## src/rtl/core/ltc_pkg.sv

```systemverilog
`timescale 1ns / 1ps

package ltc_pkg;

  localparam int ENTRIES   = 24;
  localparam int KEY_W     = 8;
  localparam int STAMP_W   = 8;
  localparam int SLOT_W    = 5;
  localparam int IDX_W     = $clog2(ENTRIES);
  localparam int LEAVES    = 1 << IDX_W;

  localparam int QDEPTH    = 2;
  localparam int QPTR_W    = $clog2(QDEPTH);
  localparam int QCNT_W    = $clog2(QDEPTH + 1);

  localparam logic [KEY_W-1:0] TAG_RESET = 8'hFF;

  typedef logic [KEY_W-1:0]   key_t;
  typedef logic [STAMP_W-1:0] stamp_t;
  typedef logic [IDX_W-1:0]   idx_t;
  typedef logic [SLOT_W-1:0]  slot_t;
  typedef logic [QPTR_W-1:0]  qptr_t;
  typedef logic [QCNT_W-1:0]  qcnt_t;

  typedef struct packed {
    logic  hit;
    slot_t slot;
  } res_t;

endpackage

```

## src/rtl/core/lru_tag_cache_lookup.sv

```systemverilog
`timescale 1ns / 1ps

// Channel   Direction  Handshake             Payload
// --------  ---------  --------------------  -----------------
// lookup    in         push_i / full_o       key_i (8 bits)
// result    out        pop_i / empty_o       hit_o, slot_o (1 + 5 bits)
//
// Each lookup goes through the engine's match state, which compares the key
// against all tags and picks the oldest stamp, then its commit state, which
// writes the stamp, the use clock and, on a miss, the tag, and pushes the
// result. The engine takes a new key only after it has committed the last one.
// Reset is asynchronous and active low; it fills all tags with 0xFF and clears
// stamps and the use clock at once, so the block is ready on its release.
// A full result queue stalls the engine in its commit cycle; two keys are
// buffered in front, so lookups keep arriving while the engine waits.

module lru_tag_cache_lookup (
  input  logic       clk_i,
  input  logic       rst_ni,
  input  logic       push_i,
  output logic       full_o,
  input  logic [7:0] key_i,
  input  logic       pop_i,
  output logic       empty_o,
  output logic       hit_o,
  output logic [4:0] slot_o
);

  logic          key_valid;
  ltc_pkg::key_t key_head;
  logic          key_pop;
  logic          res_full;
  logic          res_push;
  ltc_pkg::res_t res_in;
  ltc_pkg::res_t res_head;

  ltc_key_queue u_front (
    .clk_i   (clk_i),
    .rst_ni  (rst_ni),
    .push_i  (push_i),
    .key_i   (key_i),
    .full_o  (full_o),
    .valid_o (key_valid),
    .key_o   (key_head),
    .pop_i   (key_pop)
  );

  ltc_engine u_engine (
    .clk_i       (clk_i),
    .rst_ni      (rst_ni),
    .key_valid_i (key_valid),
    .key_i       (key_head),
    .key_pop_o   (key_pop),
    .res_full_i  (res_full),
    .res_push_o  (res_push),
    .res_o       (res_in)
  );

  ltc_result_queue u_back (
    .clk_i   (clk_i),
    .rst_ni  (rst_ni),
    .push_i  (res_push),
    .res_i   (res_in),
    .full_o  (res_full),
    .empty_o (empty_o),
    .res_o   (res_head),
    .pop_i   (pop_i)
  );

  assign hit_o  = res_head.hit;
  assign slot_o = res_head.slot;

endmodule

```

## src/rtl/core/ltc_key_queue.sv

```systemverilog
`timescale 1ns / 1ps

module ltc_key_queue (
  input  logic          clk_i,
  input  logic          rst_ni,
  input  logic          push_i,
  input  ltc_pkg::key_t key_i,
  output logic          full_o,
  output logic          valid_o,
  output ltc_pkg::key_t key_o,
  input  logic          pop_i
);

  ltc_pkg::key_t  mem_q [ltc_pkg::QDEPTH];
  ltc_pkg::qptr_t wr_q, wr_d;
  ltc_pkg::qptr_t rd_q, rd_d;
  ltc_pkg::qcnt_t cnt_q, cnt_d;
  logic           do_push, do_pop;

  assign full_o  = (cnt_q == ltc_pkg::qcnt_t'(ltc_pkg::QDEPTH));
  assign valid_o = (cnt_q != '0);
  assign key_o   = mem_q[rd_q];

  assign do_push = push_i && !full_o;
  assign do_pop  = pop_i && valid_o;

  always_comb begin
    wr_d  = wr_q;
    rd_d  = rd_q;
    cnt_d = cnt_q;
    if (do_push) begin
      wr_d = (wr_q == ltc_pkg::qptr_t'(ltc_pkg::QDEPTH - 1)) ? '0 : wr_q + 1'b1;
    end
    if (do_pop) begin
      rd_d = (rd_q == ltc_pkg::qptr_t'(ltc_pkg::QDEPTH - 1)) ? '0 : rd_q + 1'b1;
    end
    if (do_push && !do_pop) begin
      cnt_d = cnt_q + 1'b1;
    end else if (do_pop && !do_push) begin
      cnt_d = cnt_q - 1'b1;
    end
  end

  always_ff @(posedge clk_i or negedge rst_ni) begin
    if (!rst_ni) begin
      wr_q  <= '0;
      rd_q  <= '0;
      cnt_q <= '0;
    end else begin
      wr_q  <= wr_d;
      rd_q  <= rd_d;
      cnt_q <= cnt_d;
    end
  end

  always_ff @(posedge clk_i) begin
    if (do_push) begin
      mem_q[wr_q] <= key_i;
    end
  end

endmodule

```

## src/rtl/core/ltc_result_queue.sv

```systemverilog
`timescale 1ns / 1ps

module ltc_result_queue (
  input  logic          clk_i,
  input  logic          rst_ni,
  input  logic          push_i,
  input  ltc_pkg::res_t res_i,
  output logic          full_o,
  output logic          empty_o,
  output ltc_pkg::res_t res_o,
  input  logic          pop_i
);

  ltc_pkg::res_t  mem_q [ltc_pkg::QDEPTH];
  ltc_pkg::qptr_t wr_q, wr_d;
  ltc_pkg::qptr_t rd_q, rd_d;
  ltc_pkg::qcnt_t cnt_q, cnt_d;
  logic           do_push, do_pop;

  assign full_o  = (cnt_q == ltc_pkg::qcnt_t'(ltc_pkg::QDEPTH));
  assign empty_o = (cnt_q == '0);
  assign res_o   = mem_q[rd_q];

  assign do_push = push_i && !full_o;
  assign do_pop  = pop_i && !empty_o;

  always_comb begin
    wr_d  = wr_q;
    rd_d  = rd_q;
    cnt_d = cnt_q;
    if (do_push) begin
      wr_d = (wr_q == ltc_pkg::qptr_t'(ltc_pkg::QDEPTH - 1)) ? '0 : wr_q + 1'b1;
    end
    if (do_pop) begin
      rd_d = (rd_q == ltc_pkg::qptr_t'(ltc_pkg::QDEPTH - 1)) ? '0 : rd_q + 1'b1;
    end
    if (do_push && !do_pop) begin
      cnt_d = cnt_q + 1'b1;
    end else if (do_pop && !do_push) begin
      cnt_d = cnt_q - 1'b1;
    end
  end

  always_ff @(posedge clk_i or negedge rst_ni) begin
    if (!rst_ni) begin
      wr_q  <= '0;
      rd_q  <= '0;
      cnt_q <= '0;
    end else begin
      wr_q  <= wr_d;
      rd_q  <= rd_d;
      cnt_q <= cnt_d;
    end
  end

  always_ff @(posedge clk_i) begin
    if (do_push) begin
      mem_q[wr_q] <= res_i;
    end
  end

endmodule

```

## src/rtl/core/ltc_engine.sv

```systemverilog
`timescale 1ns / 1ps

module ltc_engine (
  input  logic          clk_i,
  input  logic          rst_ni,
  input  logic          key_valid_i,
  input  ltc_pkg::key_t key_i,
  output logic          key_pop_o,
  input  logic          res_full_i,
  output logic          res_push_o,
  output ltc_pkg::res_t res_o
);

  typedef enum logic [0:0] {
    S_IDLE,
    S_UPD
  } state_e;

  state_e           state_q;
  ltc_pkg::key_t    key_q;
  logic             hit_q;
  ltc_pkg::idx_t    pick_q;
  ltc_pkg::key_t    tag_q   [ltc_pkg::ENTRIES];
  ltc_pkg::stamp_t  stamp_q [ltc_pkg::ENTRIES];
  ltc_pkg::stamp_t  clock_q, clock_d;

  logic             match_hit;
  ltc_pkg::idx_t    match_idx;
  ltc_pkg::idx_t    victim_idx;

  logic             nd_pad [2*ltc_pkg::LEAVES];
  ltc_pkg::stamp_t  nd_st  [2*ltc_pkg::LEAVES];
  ltc_pkg::idx_t    nd_ix  [2*ltc_pkg::LEAVES];

  // Lowest matching slot wins: scan from the top so lower slots overwrite.
  always_comb begin
    match_hit = 1'b0;
    match_idx = '0;
    for (int i = ltc_pkg::ENTRIES - 1; i >= 0; i--) begin
      if (tag_q[i] == key_i) begin
        match_hit = 1'b1;
        match_idx = ltc_pkg::idx_t'(i);
      end
    end
  end

  // Argmin tree over the stamps; padding leaves always lose, ties go left.
  always_comb begin
    for (int i = 0; i < 2*ltc_pkg::LEAVES; i++) begin
      nd_pad[i] = 1'b1;
      nd_st[i]  = '1;
      nd_ix[i]  = '0;
    end
    for (int i = 0; i < ltc_pkg::ENTRIES; i++) begin
      nd_pad[ltc_pkg::LEAVES + i] = 1'b0;
      nd_st[ltc_pkg::LEAVES + i]  = stamp_q[i];
      nd_ix[ltc_pkg::LEAVES + i]  = ltc_pkg::idx_t'(i);
    end
    for (int n = ltc_pkg::LEAVES - 1; n >= 1; n--) begin
      if ({nd_pad[2*n], nd_st[2*n]} <= {nd_pad[2*n+1], nd_st[2*n+1]}) begin
        nd_pad[n] = nd_pad[2*n];
        nd_st[n]  = nd_st[2*n];
        nd_ix[n]  = nd_ix[2*n];
      end else begin
        nd_pad[n] = nd_pad[2*n+1];
        nd_st[n]  = nd_st[2*n+1];
        nd_ix[n]  = nd_ix[2*n+1];
      end
    end
    victim_idx = nd_ix[1];
  end

  assign clock_d    = clock_q + 1'b1;
  assign key_pop_o  = (state_q == S_IDLE) && key_valid_i;
  assign res_push_o = (state_q == S_UPD) && !res_full_i;
  assign res_o.hit  = hit_q;
  assign res_o.slot = ltc_pkg::slot_t'(pick_q);

  always_ff @(posedge clk_i or negedge rst_ni) begin
    if (!rst_ni) begin
      state_q <= S_IDLE;
      key_q   <= '0;
      hit_q   <= 1'b0;
      pick_q  <= '0;
      clock_q <= '0;
      for (int i = 0; i < ltc_pkg::ENTRIES; i++) begin
        tag_q[i]   <= ltc_pkg::TAG_RESET;
        stamp_q[i] <= '0;
      end
    end else begin
      unique case (state_q)
        S_IDLE: begin
          if (key_pop_o) begin
            key_q   <= key_i;
            hit_q   <= match_hit;
            pick_q  <= match_hit ? match_idx : victim_idx;
            state_q <= S_UPD;
          end
        end
        S_UPD: begin
          // hold until the result queue has room, then commit
          if (res_push_o) begin
            clock_q         <= clock_d;
            stamp_q[pick_q] <= clock_d;
            if (!hit_q) begin
              tag_q[pick_q] <= key_q;
            end
            state_q <= S_IDLE;
          end
        end
        default: begin
          state_q <= S_IDLE;
        end
      endcase
    end
  end

`ifndef SYNTH
  a_pop_enters_upd: assert property (@(posedge clk_i) disable iff (!rst_ni)
    key_pop_o |=> (state_q == S_UPD))
    else $error("key transfer did not start an update");

  a_clock_advances: assert property (@(posedge clk_i) disable iff (!rst_ni)
    res_push_o |=> (clock_q == ltc_pkg::stamp_t'($past(clock_q) + 1'b1)))
    else $error("use clock did not advance on result transfer");

  a_hit_tag_matches: assert property (@(posedge clk_i) disable iff (!rst_ni)
    (state_q == S_UPD) && hit_q |-> (tag_q[pick_q] == key_q))
    else $error("hit slot tag differs from key");

  a_pick_in_range: assert property (@(posedge clk_i) disable iff (!rst_ni)
    (state_q == S_UPD) |-> (int'(pick_q) < ltc_pkg::ENTRIES))
    else $error("picked slot out of range");

  a_commit_stamp: assert property (@(posedge clk_i) disable iff (!rst_ni)
    res_push_o |=> (stamp_q[$past(pick_q)] == clock_q))
    else $error("picked slot did not take the new clock");
`endif

endmodule
```

## config.mk

```make
export PLATFORM = sky130hd
export DESIGN_NAME = lru_tag_cache_lookup
export DESIGN_NICKNAME = d
export VERILOG_FILES = /design/src/rtl/core/ltc_pkg.sv /design/src/rtl/core/lru_tag_cache_lookup.sv /design/src/rtl/core/ltc_key_queue.sv /design/src/rtl/core/ltc_result_queue.sv /design/src/rtl/core/ltc_engine.sv
export SDC_FILE = /design/constraint.sdc
export NUM_CORES = 1
export LEC_CHECK = 0
export ABC_AREA = 1
export BUFFER_PORTS_ARGS = -buffer_cell sky130_fd_sc_hd__buf_2
export CAP_MARGIN = 20
export CORE_MARGIN = 1
export CORE_UTILIZATION = 25
export DETAILED_ROUTE_END_ITERATION = 8
export PLACE_DENSITY = 0.35
export SLEW_MARGIN = 20
export SYNTH_ARGS = -nofsm -noshare
export SYNTH_HDL_FRONTEND = slang
export SYNTH_SLANG_ARGS = --single-unit
```

## constraint.sdc

```tcl
create_clock -name clk_i -period 11.2 [get_ports clk_i]
set_clock_uncertainty 0.15 [all_clocks]
set_input_delay 1.12 -clock clk_i [delete_from_list [all_inputs] [get_ports clk_i]]
set_output_delay 1.12 -clock clk_i [all_outputs]
set_load 0.005 [all_outputs]
```

==> impl_results.md, run 1 <==
* Outcome: complete, no violations
* Final nets at between 3,000 and 4,000
* XOR/XNOR Fraction of Synth Area at 6.401%
* All-Layer GR Usage at 16.05%
* Most area-consuming cells after synthesis: dfrtp_1 22%, dfstp_2 20%, nand2_1 13%
* Synthesized netlist net count at 3,290
* Hold Violations, Final at 0
* Critical path class: reg2reg
* Post-route ant nets at 0
* Mean cell area of the mapped netlist at 8.295 sq um
* Warnings, synthesis at 0
* Stage delay of the slowest cell on the critical path at ~0.76 ns
* Hold_sp: u_engine.nd_st[86]$_DFFE_PN0P_
* Worst path bufs/invs at 8
* Count of buffers added by post-CTS timing repair for setup at 0
* Min-Delay Path Class: reg2reg
* Launch point of the critical path: u_engine.nd_st[255]$_DFFE_PN0P_
* Diode insertion count for antenna repair at 0
* Root buf cell: clkbuf_16
* Nature of the critical path startpoint: flip-flop
* Synthesized-area fraction occupied by ao, oa, aoi and oai cells at about 15%
* Worst slew pin tran at roughly 1.1 ns
* Count of flip-flops with a built-in enable after synthesis at 28
* Vias/cell at between 4 and 5
* H-tree levels at 2
* Cell Area, Synth at ~0.026 sq mm
* R2R Path Start: u_engine.nd_st[255]$_DFFE_PN0P_
* Commonest register cell after synthesis: dfrtp_1
* Wire length of the first global-routing pass at roughly 130,000 microns
* Cell type with the largest total area after synthesis: dfrtp_1
* Multiplexer share of the synthesized area at 0%
* Combinational family with the most area after synthesis: simple AND/OR/NAND/NOR gates
* Clock transition at the register clock pins on the worst setup and hold paths after CTS at 0.06 ns
* Setup violation total in the final timing report at 0
* Sequential area share after synthesis at around 45%
* Area share of fa/ha/maj cells after synthesis at 8.970%
* Async SR Flop Fraction at 93.68%
* CTS Buf Count at 56
* Chip Height at about 320 microns
* Kind of end point of the critical path: flip-flop
* Setup repair after global routing missed its margin: no
* Num ports at 20
* Achievable clock frequency at 111.8 MHz
* Number of vias after detailed routing at ~20,000
* Max-cap violations at 0
* Core Rows at 117
* Starting density of the core at 25.23%
* Vias in the first global route at 20,010
* Mapped Cells at 3,094
* Iter 0 DRT Violations at between 1,000 and 1,500
* Number of sinks handled by clock tree synthesis at 443
* Share of the clock period used by the worst path at approximately four fifths
* Estimated wirelength of the detail-placed design at 54,240 microns
* Slowest cell on the critical path: o41ai_2
* Final routed wire length divided by cell count at roughly 18 microns
* Share of final-layout standard cells stronger than drive strength 1 at 12.87%
* Sum of negative setup slack at 0 ns
* Critical Path Most Common Cell: nand2_1
* Dominant delay contributor by cell family on the critical path: compound AO/OA/AOI/OAI gates
* Worst EP required at 11.57 ns
* Count of cells resized by post-cts repair at 0
* Library cells used by synthesis at 56
* Initial antenna violation count at 3
* Count of input and output buffers at 19
* Top post-synthesis cells by count: 860 x nand2_1, 539 x o21ai_0, 267 x inv_1, 223 x dfrtp_1, 192 x dfstp_2
* Final WL at 82,140 microns
* Pin count of the biggest net entering global routing at 91
* Count of fill cells added during filler insertion at 10,960
* Worst path arrival time at 9.32 ns
* Flip-flop and latch count after synthesis at around 440
* TritonCTS clock tree: built
* Standard cell core area at 0.1017 sq mm
* Last weighted congestion value of the routability-driven placer at 0.8410
* Floorplan die width at 322.4 microns
* Area added between synthesis and finish at 13.45%
* Overflow left after global routing at 0
* Critical-path maximum fanout at 18
* Hold buffers post-CTS at 0
* Most frequent cell after synthesis: nand2_1
* Number of buffers on the longest clock path at 3
* DRC viols at 0
* Clk Latency, worst-skew pair at 0.64 ns
* Fraction of the mapped netlist area in simple logic gates at between 10% and 20%
* Final worst path period need at 8.948 ns
* Proportion of netlist area held by the largest area contributor at 21.74%
* Relative slew slack at between 20% and 30%
* Die ar. at just over 0.1 sq mm
* Number of slew-limit violations in the final report at 0
* DR pass1 iterations at 5
[metal layers]
layer | vias up | wire (microns) | GRT usage, %
li1 | 10140 | - | -
met1 | 9582 | 38310 | 20.86
met2 | 233 | 39380 | 27.48
met3 | 115 | 2399 | 2.342
met4 | 4 | 2028 | 4.571
met5 | - | 24 | 0
[worst paths after layout]
kind                                                   end  slack [ns]  cells past startpoint
max                         u_engine.pick_q[0]$_DFFE_PN0P_        2.25                     48
min                         u_engine.nd_st[86]$_DFFE_PN0P_        0.34                      2
max reg2reg                 u_engine.pick_q[0]$_DFFE_PN0P_        2.25                     48
max in group asynchronous   u_engine.nd_st[67]$_DFFE_PN0P_        8.63                      3
min reg2reg                 u_engine.nd_st[86]$_DFFE_PN0P_        0.34                      2
min in group asynchronous  u_engine.nd_st[135]$_DFFE_PN0P_        0.38                      1
[logic make-up after synthesis]
family          after synthesis
xor+xnor                    185
buf+inv                     399
simple gates               1151
fa+ha+maj                   184
compound gates              732
flops                       443
[worst register-to-register path: cells and delay by family (launching register included)]
kind / cells / cell delay [ns]
compound gates: 20 / 3.95
buf+inv: 8 / 1.64
fa+ha+maj: 5 / 1.61
simple gates: 15 / 1.10
flops: 1 / 0.40
[metrics by stage]
stage | cells | setup slack, ns | util [%] | hold slack [ns] | cell area [sq um]
after floorplan | 3094 | 3.379 | - | 0.3030 | 25660
after global placement | 4388 | 2.574 | 26.69 | 0.3238 | 27150
after detailed placement | 4389 | 2.313 | 26.70 | 0.3308 | 27170
after CTS | 4492 | 2.283 | 28.59 | 0.3453 | 29090
after global routing | 4492 | 1.094 | 28.62 | 0.3580 | 29120
final | 4492 | 2.252 | 28.62 | 0.3390 | 29120
[cells in the final DEF (no fill, tap or decap), types with 4 or more instances in the layout]
cell type	instances
nand2_4	17
nor3_1	13
o211ai_1	9
dfrtp_1	223
clkinv_2	12
o21bai_1	4
xor2_1	107
clkbuf_16	57
nand2_2	5
clkinv_1	5
clkbuf_8	11
clkbuf_1	11
nand3_1	43
dfstp_2	192
a211oi_1	8
nand2_1	860
xnor2_1	69
ha_1	184
buf_2	18
nor2_2	6
nor2_1	137
nand4_1	29
o21ai_1	29
nor4_1	16
inv_1	266
bufinv_16	6
edfxtp_1	28
buf_4	31
o21ai_2	9
inv_2	5
o21ai_0	539
xor2_2	8
a21oi_1	112
and3_1	4
[flip-flops by register name, indices dropped and copies added (netlist names), 2 cells and up]
name / flops
u_back.cnt_q: 2
u_back.mem_q: 12
u_engine.clock_q: 8
u_engine.key_q: 8
u_engine.nd_st: 192
u_engine.pick_q: 5
u_engine.tag_q: 192
u_front.cnt_q: 2
u_front.mem_q: 16
[layout make-up]
cell class	instances	area, sq um	area share [%]
inverters	273	1027	3.528
well taps	1368	1712	5.879
repair buffers	53	371.6	1.276
multi-input cells	2252	12620	43.34
flip-flops and latches	443	11470	39.38
clock inverters	24	301.5	1.036
clock buffers	79	1619	5.561
Power of run 1 is left out: the tool's default activity adds up to more than one toggle a clock period on the data nets, which glitch-free logic cannot reach.
==> inputs of run 2 (changes only) <==
clock period = 9.2 ns   (was 11.2 ns; I/O delays follow)
==> impl_results.md, run 2 (synthesis gave the netlist of run 1 again) <==
* Slowest cell on the critical path: o21ai_0
* Die ar. at 0.1039 sq mm (unchanged)
* Share of the clock period used by the worst path at 89.76% (+9.9 points)
* Core Rows at 117 (unchanged)
* Final routed wire length divided by cell count at 18.24 microns (-0.25%)
* Number of sinks handled by clock tree synthesis at 443 (unchanged)
* Number of buffers on the longest clock path at 3 (unchanged)
* Critical path class: reg2reg
* Count of input and output buffers at 19 (unchanged)
* H-tree levels at 2 (unchanged)
* TritonCTS clock tree: built
* Starting density of the core at 25.23% (unchanged)
* Kind of end point of the critical path: flip-flop
* Wire length of the first global-routing pass at 124,700 microns (-0.67%)
* Critical Path Most Common Cell: nand2_1
* Vias in the first global route at 19,660 (-1.7%)
* Final worst path period need at 8.258 ns (-0.6905 ns)
* Worst EP required at 9.60 ns (-1.97 ns)
* Last weighted congestion value of the routability-driven placer at 0.8334 (-0.90%)
* Root buf cell: clkbuf_16
* Floorplan die width at 322.4 microns (unchanged)
* Overflow left after global routing at 0 (unchanged)
* All-Layer GR Usage at 15.94% (-0.11 points)
* Achievable clock frequency at 121.1 MHz (+8.4%)
* Critical-path maximum fanout at 17 (-1)
* CTS Buf Count at 55 (-1.8%)
* Vias/cell at 4.445 (-0.55%)
* Estimated wirelength of the detail-placed design at 53,850 microns (-0.71%)
* Min-Delay Path Class: in2async
* DR pass1 iterations at 5 (unchanged)
* Outcome: complete, no violations
* Iter 0 DRT Violations at 1,214 (+7.6%)
* Hold Violations, Final at 0 (unchanged)
* Most common cell after layout, fill and taps aside: nand2_1
* Post-route ant nets at 0 (unchanged)
* Standard cell core area at 0.1017 sq mm (unchanged)
* Sum of negative setup slack at 0 ns (unchanged)
* Share of final-layout standard cells stronger than drive strength 1 at 12.99% (+0.12 points)
* Stage delay of the slowest cell on the critical path at 0.46 ns (-0.30 ns)
* Pin count of the biggest net entering global routing at 141 (+55%)
* Relative slew slack at 28.85% (+2.1 points)
* Setup repair after global routing missed its margin: no
* Area after DPL at 0.02717 sq mm (about the same)
* DRC viols at 0 (unchanged)
* Number of slew-limit violations in the final report at 0 (unchanged)
* Chip Height at 322.4 microns (unchanged)
* Final WL at 81,990 microns (-0.19%)
* Clock transition at the register clock pins on the worst setup and hold paths after CTS at 0.06 ns (about the same)
* Num ports at 20 (unchanged)
* Initial antenna violation count at 2 (-1)
* Number of vias after detailed routing at 19,980 (-0.49%)
* Most frequent cells in the layout: 860 x nand2_1, 539 x o21ai_0, 265 x inv_1, 223 x dfrtp_1, 192 x dfstp_2
* Worst path arrival time at 8.66 ns (-0.66 ns)
* Count of buffers added by post-CTS timing repair for setup at 0 (unchanged)
* Final nets at 3,276 (+0.031%)
* Setup violation total in the final timing report at 0 (unchanged)
* Max-cap violations at 0 (unchanged)
* Worst slew pin tran at 1.064 ns (-0.03180 ns)
* Clk Latency, worst-skew pair at 0.65 ns (about the same)
* Utilization after layout at 28.54% (-0.078 points)
* Nature of the critical path startpoint: flip-flop
* Hold buffers post-CTS at 0 (unchanged)
* Cell area after layout at 0.02904 sq mm (-0.27%)
* Area added between synthesis and finish at 13.14%
* Count of cells resized by post-cts repair at 0 (unchanged)
[run 2: stage by stage]
| step | setup slack, ns | instances | hold WS, ns |
|---|---|---|---|
| global route | 0.03540 | 4493 | 0.1476 |
| floorplan | 1.379 | 3094 | 0.3030 |
| CTS | 0.6351 | 4491 | 0.1087 |
| global placement | 0.7899 | 4389 | 0.3247 |
| detailed placement | 0.5884 | 4389 | 0.3244 |
| finish | 0.9425 | 4495 | 0.1280 |
[run 2: final timing paths]
check	startpoint	endpoint	slack [ns]	cells after the start
worst max-delay path	u_engine.nd_st[191]$_DFFE_PN0P_	u_engine.pick_q[0]$_DFFE_PN0P_	0.94	46
worst min-delay path	rst_ni	u_engine.nd_st[134]$_DFFE_PN0P_	0.13	1
worst max register to register	u_engine.nd_st[191]$_DFFE_PN0P_	u_engine.pick_q[0]$_DFFE_PN0P_	0.94	46
worst min register to register	u_engine.nd_st[102]$_DFFE_PN0P_	u_engine.nd_st[102]$_DFFE_PN0P_	0.33	2
max in group asynchronous	rst_ni	u_engine.tag_q[62]$_DFFE_PN1P_	6.78	3
min in group clk_i	key_i[5]	u_front.mem_q[0][5]$_DFFE_PP_	0.31	1
[run 2: worst max-delay path, delay by kind of cell (launching register included)]
family	cells	cell delay, ns
AOI/OAI and AO/OA	18	3.44
adders and majority gates	5	1.59
and+or+nand+nor	17	1.42
buffers and inverters	6	1.15
DFF	1	0.40
[run 2: area by class of cell]
class / count / area, sq um
multi-input cells: 2252 / 12620
well taps: 1368 / 1712
inverters: 273 / 1027
clock inverters: 21 / 214.0
flip-flops and latches: 443 / 11470
diodes: 2 / 5.005
fillers: 10880 / 72700
repair buffers: 55 / 387.9
clock buffers: 81 / 1604
[run 2: routing by layer]
metal | GRT usage [%] | wire [microns] | up-vias
met1 | 21.13 | 39000 | 9494
met4 | 3.979 | 1711 | 2
met3 | 1.840 | 2185 | 106
met2 | 27.42 | 39090 | 252
met5 | 0 | 10 | -
li1 | - | - | 10130
Power of run 2 is left out for the same reason.
==> inputs of run 3 (changes only) <==
CORE_UTILIZATION = 65   (was 25)
CTS_BUF_LIST = sky130_fd_sc_hd__clkbuf_4 sky130_fd_sc_hd__clkbuf_8   (was default)
CTS_CLUSTER_DIAMETER = 80   (was default)
PLACE_DENSITY = 0.78   (was 0.35)
==> impl_results.md, run 3 (synthesis gave the netlist of run 1 again) <==
* Placed cell count at 3,524 (-20%)
* Chip Height at 200.7 microns (-38%)
* Post-route ant nets at 0 (unchanged)
* Achievable clock frequency at 119.7 MHz (-1.2%)
* Most frequent cells in the layout: 860 x nand2_1, 534 x o21ai_0, 263 x inv_1, 223 x dfrtp_1, 192 x dfstp_2
* Final WL at 67,440 microns (-18%)
* Number of sinks handled by clock tree synthesis at 443 (unchanged)
* Critical-path maximum fanout at 18 (+1)
* Nature of the critical path startpoint: flip-flop
* Vias in the first global route at 20,880 (+6.2%)
* Estimated wirelength of the detail-placed design at 44,520 microns (-17%)
* Count of input and output buffers at 19 (unchanged)
* Starting density of the core at 66.10% (+41 points)
* Area added between synthesis and finish at 7.479%
* Critical path class: reg2reg
* Overflow left after global routing at 0 (unchanged)
* Floorplan die width at 200.7 microns (-38%)
* Share of the clock period used by the worst path at 90.80% (+1.0 points)
* Relative slew slack at 24.46% (-4.4 points)
* Number of buffers on the longest clock path at 3 (unchanged)
* Max-cap violations at 0 (unchanged)
* Min-Delay Path Class: in2async
* Last weighted congestion value of the routability-driven placer at 0.9120 (+9.4%)
* Initial antenna violation count at 0 (-2)
* Num ports at 20 (unchanged)
* Number of vias after detailed routing at 21,190 (+6.1%)
* Iter 0 DRT Violations at 1,796 (+48%)
* Outcome: complete, no violations
* Combined flip-flop and latch cell area at 0.01147 sq mm (unchanged)
* Worst path arrival time at 8.72 ns (+0.06 ns)
* Worst slew pin tran at 1.132 ns (+0.06838 ns)
* H-tree levels at 3 (+1)
* Clk Latency, worst-skew pair at 0.67 ns (+0.02 ns)
* Kind of end point of the critical path: flip-flop
* Final routed wire length divided by cell count at 18.43 microns (+1.0%)
* Standard cell core area at 0.03883 sq mm (-62%)
* Setup violation total in the final timing report at 0 (unchanged)
* Wire length of the first global-routing pass at 108,200 microns (-13%)
* Area taken by multi-input logic gates at 0.01258 sq mm (-0.30%)
* Non-filler instance count after layout at 3,659 (-19%)
* Most common cell after layout, fill and taps aside: nand2_1
* Diode insertion count for antenna repair at 0 (-2)
* Number of slew-limit violations in the final report at 0 (unchanged)
* Hold Violations, Final at 0 (unchanged)
* All-Layer GR Usage at 34.02% (+18 points)
* Hold buffers post-CTS at 0 (unchanged)
* Final nets at 3,283 (+0.21%)
* Vias/cell at 5.792 (+30%)
* Sum of negative setup slack at 0 ns (unchanged)
* Count of fill cells added during filler insertion at 3,027 (-72%)
* Die ar. at 0.04028 sq mm (-61%)
* Clock transition at the register clock pins on the worst setup and hold paths after CTS at 0.06 ns (about the same)
* Utilization after layout at 71.04% (+43 points)
* Core Rows at 72 (-38%)
* Worst Hold Margin at 0.2525 ns (+0.1245 ns)
* DRC viols at 0 (unchanged)
* Worst EP required at 9.57 ns (-0.03 ns)
* Slowest cell on the critical path: dfrtp_1
* Setup repair after global routing missed its margin: no
* DR pass1 iterations at 5 (unchanged)
* CTS Buf Count at 75 (+36%)
* Minimum setup slack among reg-to-reg paths at 0.85 ns (-0.10 ns)
* Root buf cell: clkbuf_8
* Pin count of the biggest net entering global routing at 122 (-13%)
* Stage delay of the slowest cell on the critical path at 0.36 ns (-0.10 ns)
* Final worst path period need at 8.354 ns (+0.09637 ns)
* TritonCTS clock tree: built
* Critical Path Most Common Cell: nand2_1
* Share of final-layout standard cells stronger than drive strength 1 at 13.66% (+0.67 points)
-- run 3: cell count changes in the layout (fill, tap and decap cells not counted), moves of 3 or more --
cell / delta
xor2_2: -5
nor2_1: +3
clkbuf_4: +33
clkbuf_8: +74
o21ai_1: +3
buf_4: -14
o21ai_0: -5
clkbuf_1: -13
nor2_2: -3
clkinv_2: -12
clkbuf_16: -55
xor2_1: +5
-- run 3: final cells by class --
cell class                 count  area share [%]
multi-input combinational   2252           45.62
clock inverter                11          0.4082
clock buffer                 120           5.239
tap                          518           2.350
inverter                     273           3.751
sequential                   443           41.57
timing repair buffer          42           1.066
-- run 3: metal layers --
layer / track usage (%) / up-vias / share of wire, %
li1: - / 10140 / -
met1: 42.22 / 10120 / 41
met2: 57.96 / 710 / 49
met3: 5.276 / 229 / 5.8
met4: 16.93 / 0 / 4.7
met5: 0 / - / 0
-- run 3: critical path, delay by kind of cell, from the launching register on --
kind / cells / cell delay (ns)
compound gates: 22 / 3.80
fa+ha+maj: 5 / 1.52
buf+inv: 9 / 1.35
flops: 1 / 0.36
simple gates: 14 / 1.08
-- run 3: through the flow --
stage | setup slack [ns] | area, sq um
floorplan | 1.379 | 25660
global placement | 0.2400 | 25930
detailed placement | 0.2806 | 25940
CTS | 0.1903 | 27500
global route | 0.02164 | 27580
finish | 0.8461 | 27580
-- run 3: what timing repair did --
item / 4_1_cts / 5_1_grt
buffers inserted: 0 / 4
gates resized for setup: 0 / 12
setup endpoints to repair: 0 / 5
hold endpoints to repair: 0 / 0
-- run 3: path summary, 6_finish.rpt --
check	cells past startpoint	endpoint	start
worst max-delay path	50	u_engine.pick_q[0]$_DFFE_PN0P_	u_engine.nd_st[225]$_DFFE_PN0P_
worst min-delay path	1	u_engine.nd_st[150]$_DFFE_PN0P_	rst_ni
worst max register to register	50	u_engine.pick_q[0]$_DFFE_PN0P_	u_engine.nd_st[225]$_DFFE_PN0P_
worst min register to register	2	u_engine.nd_st[118]$_DFFE_PN0P_	u_engine.nd_st[118]$_DFFE_PN0P_
max in group asynchronous	3	u_engine.key_q[5]$_DFFE_PN0P_	rst_ni
min in group clk_i	1	u_front.mem_q[0][5]$_DFFE_PP_	key_i[5]
Power of run 3 is left out for the same reason.
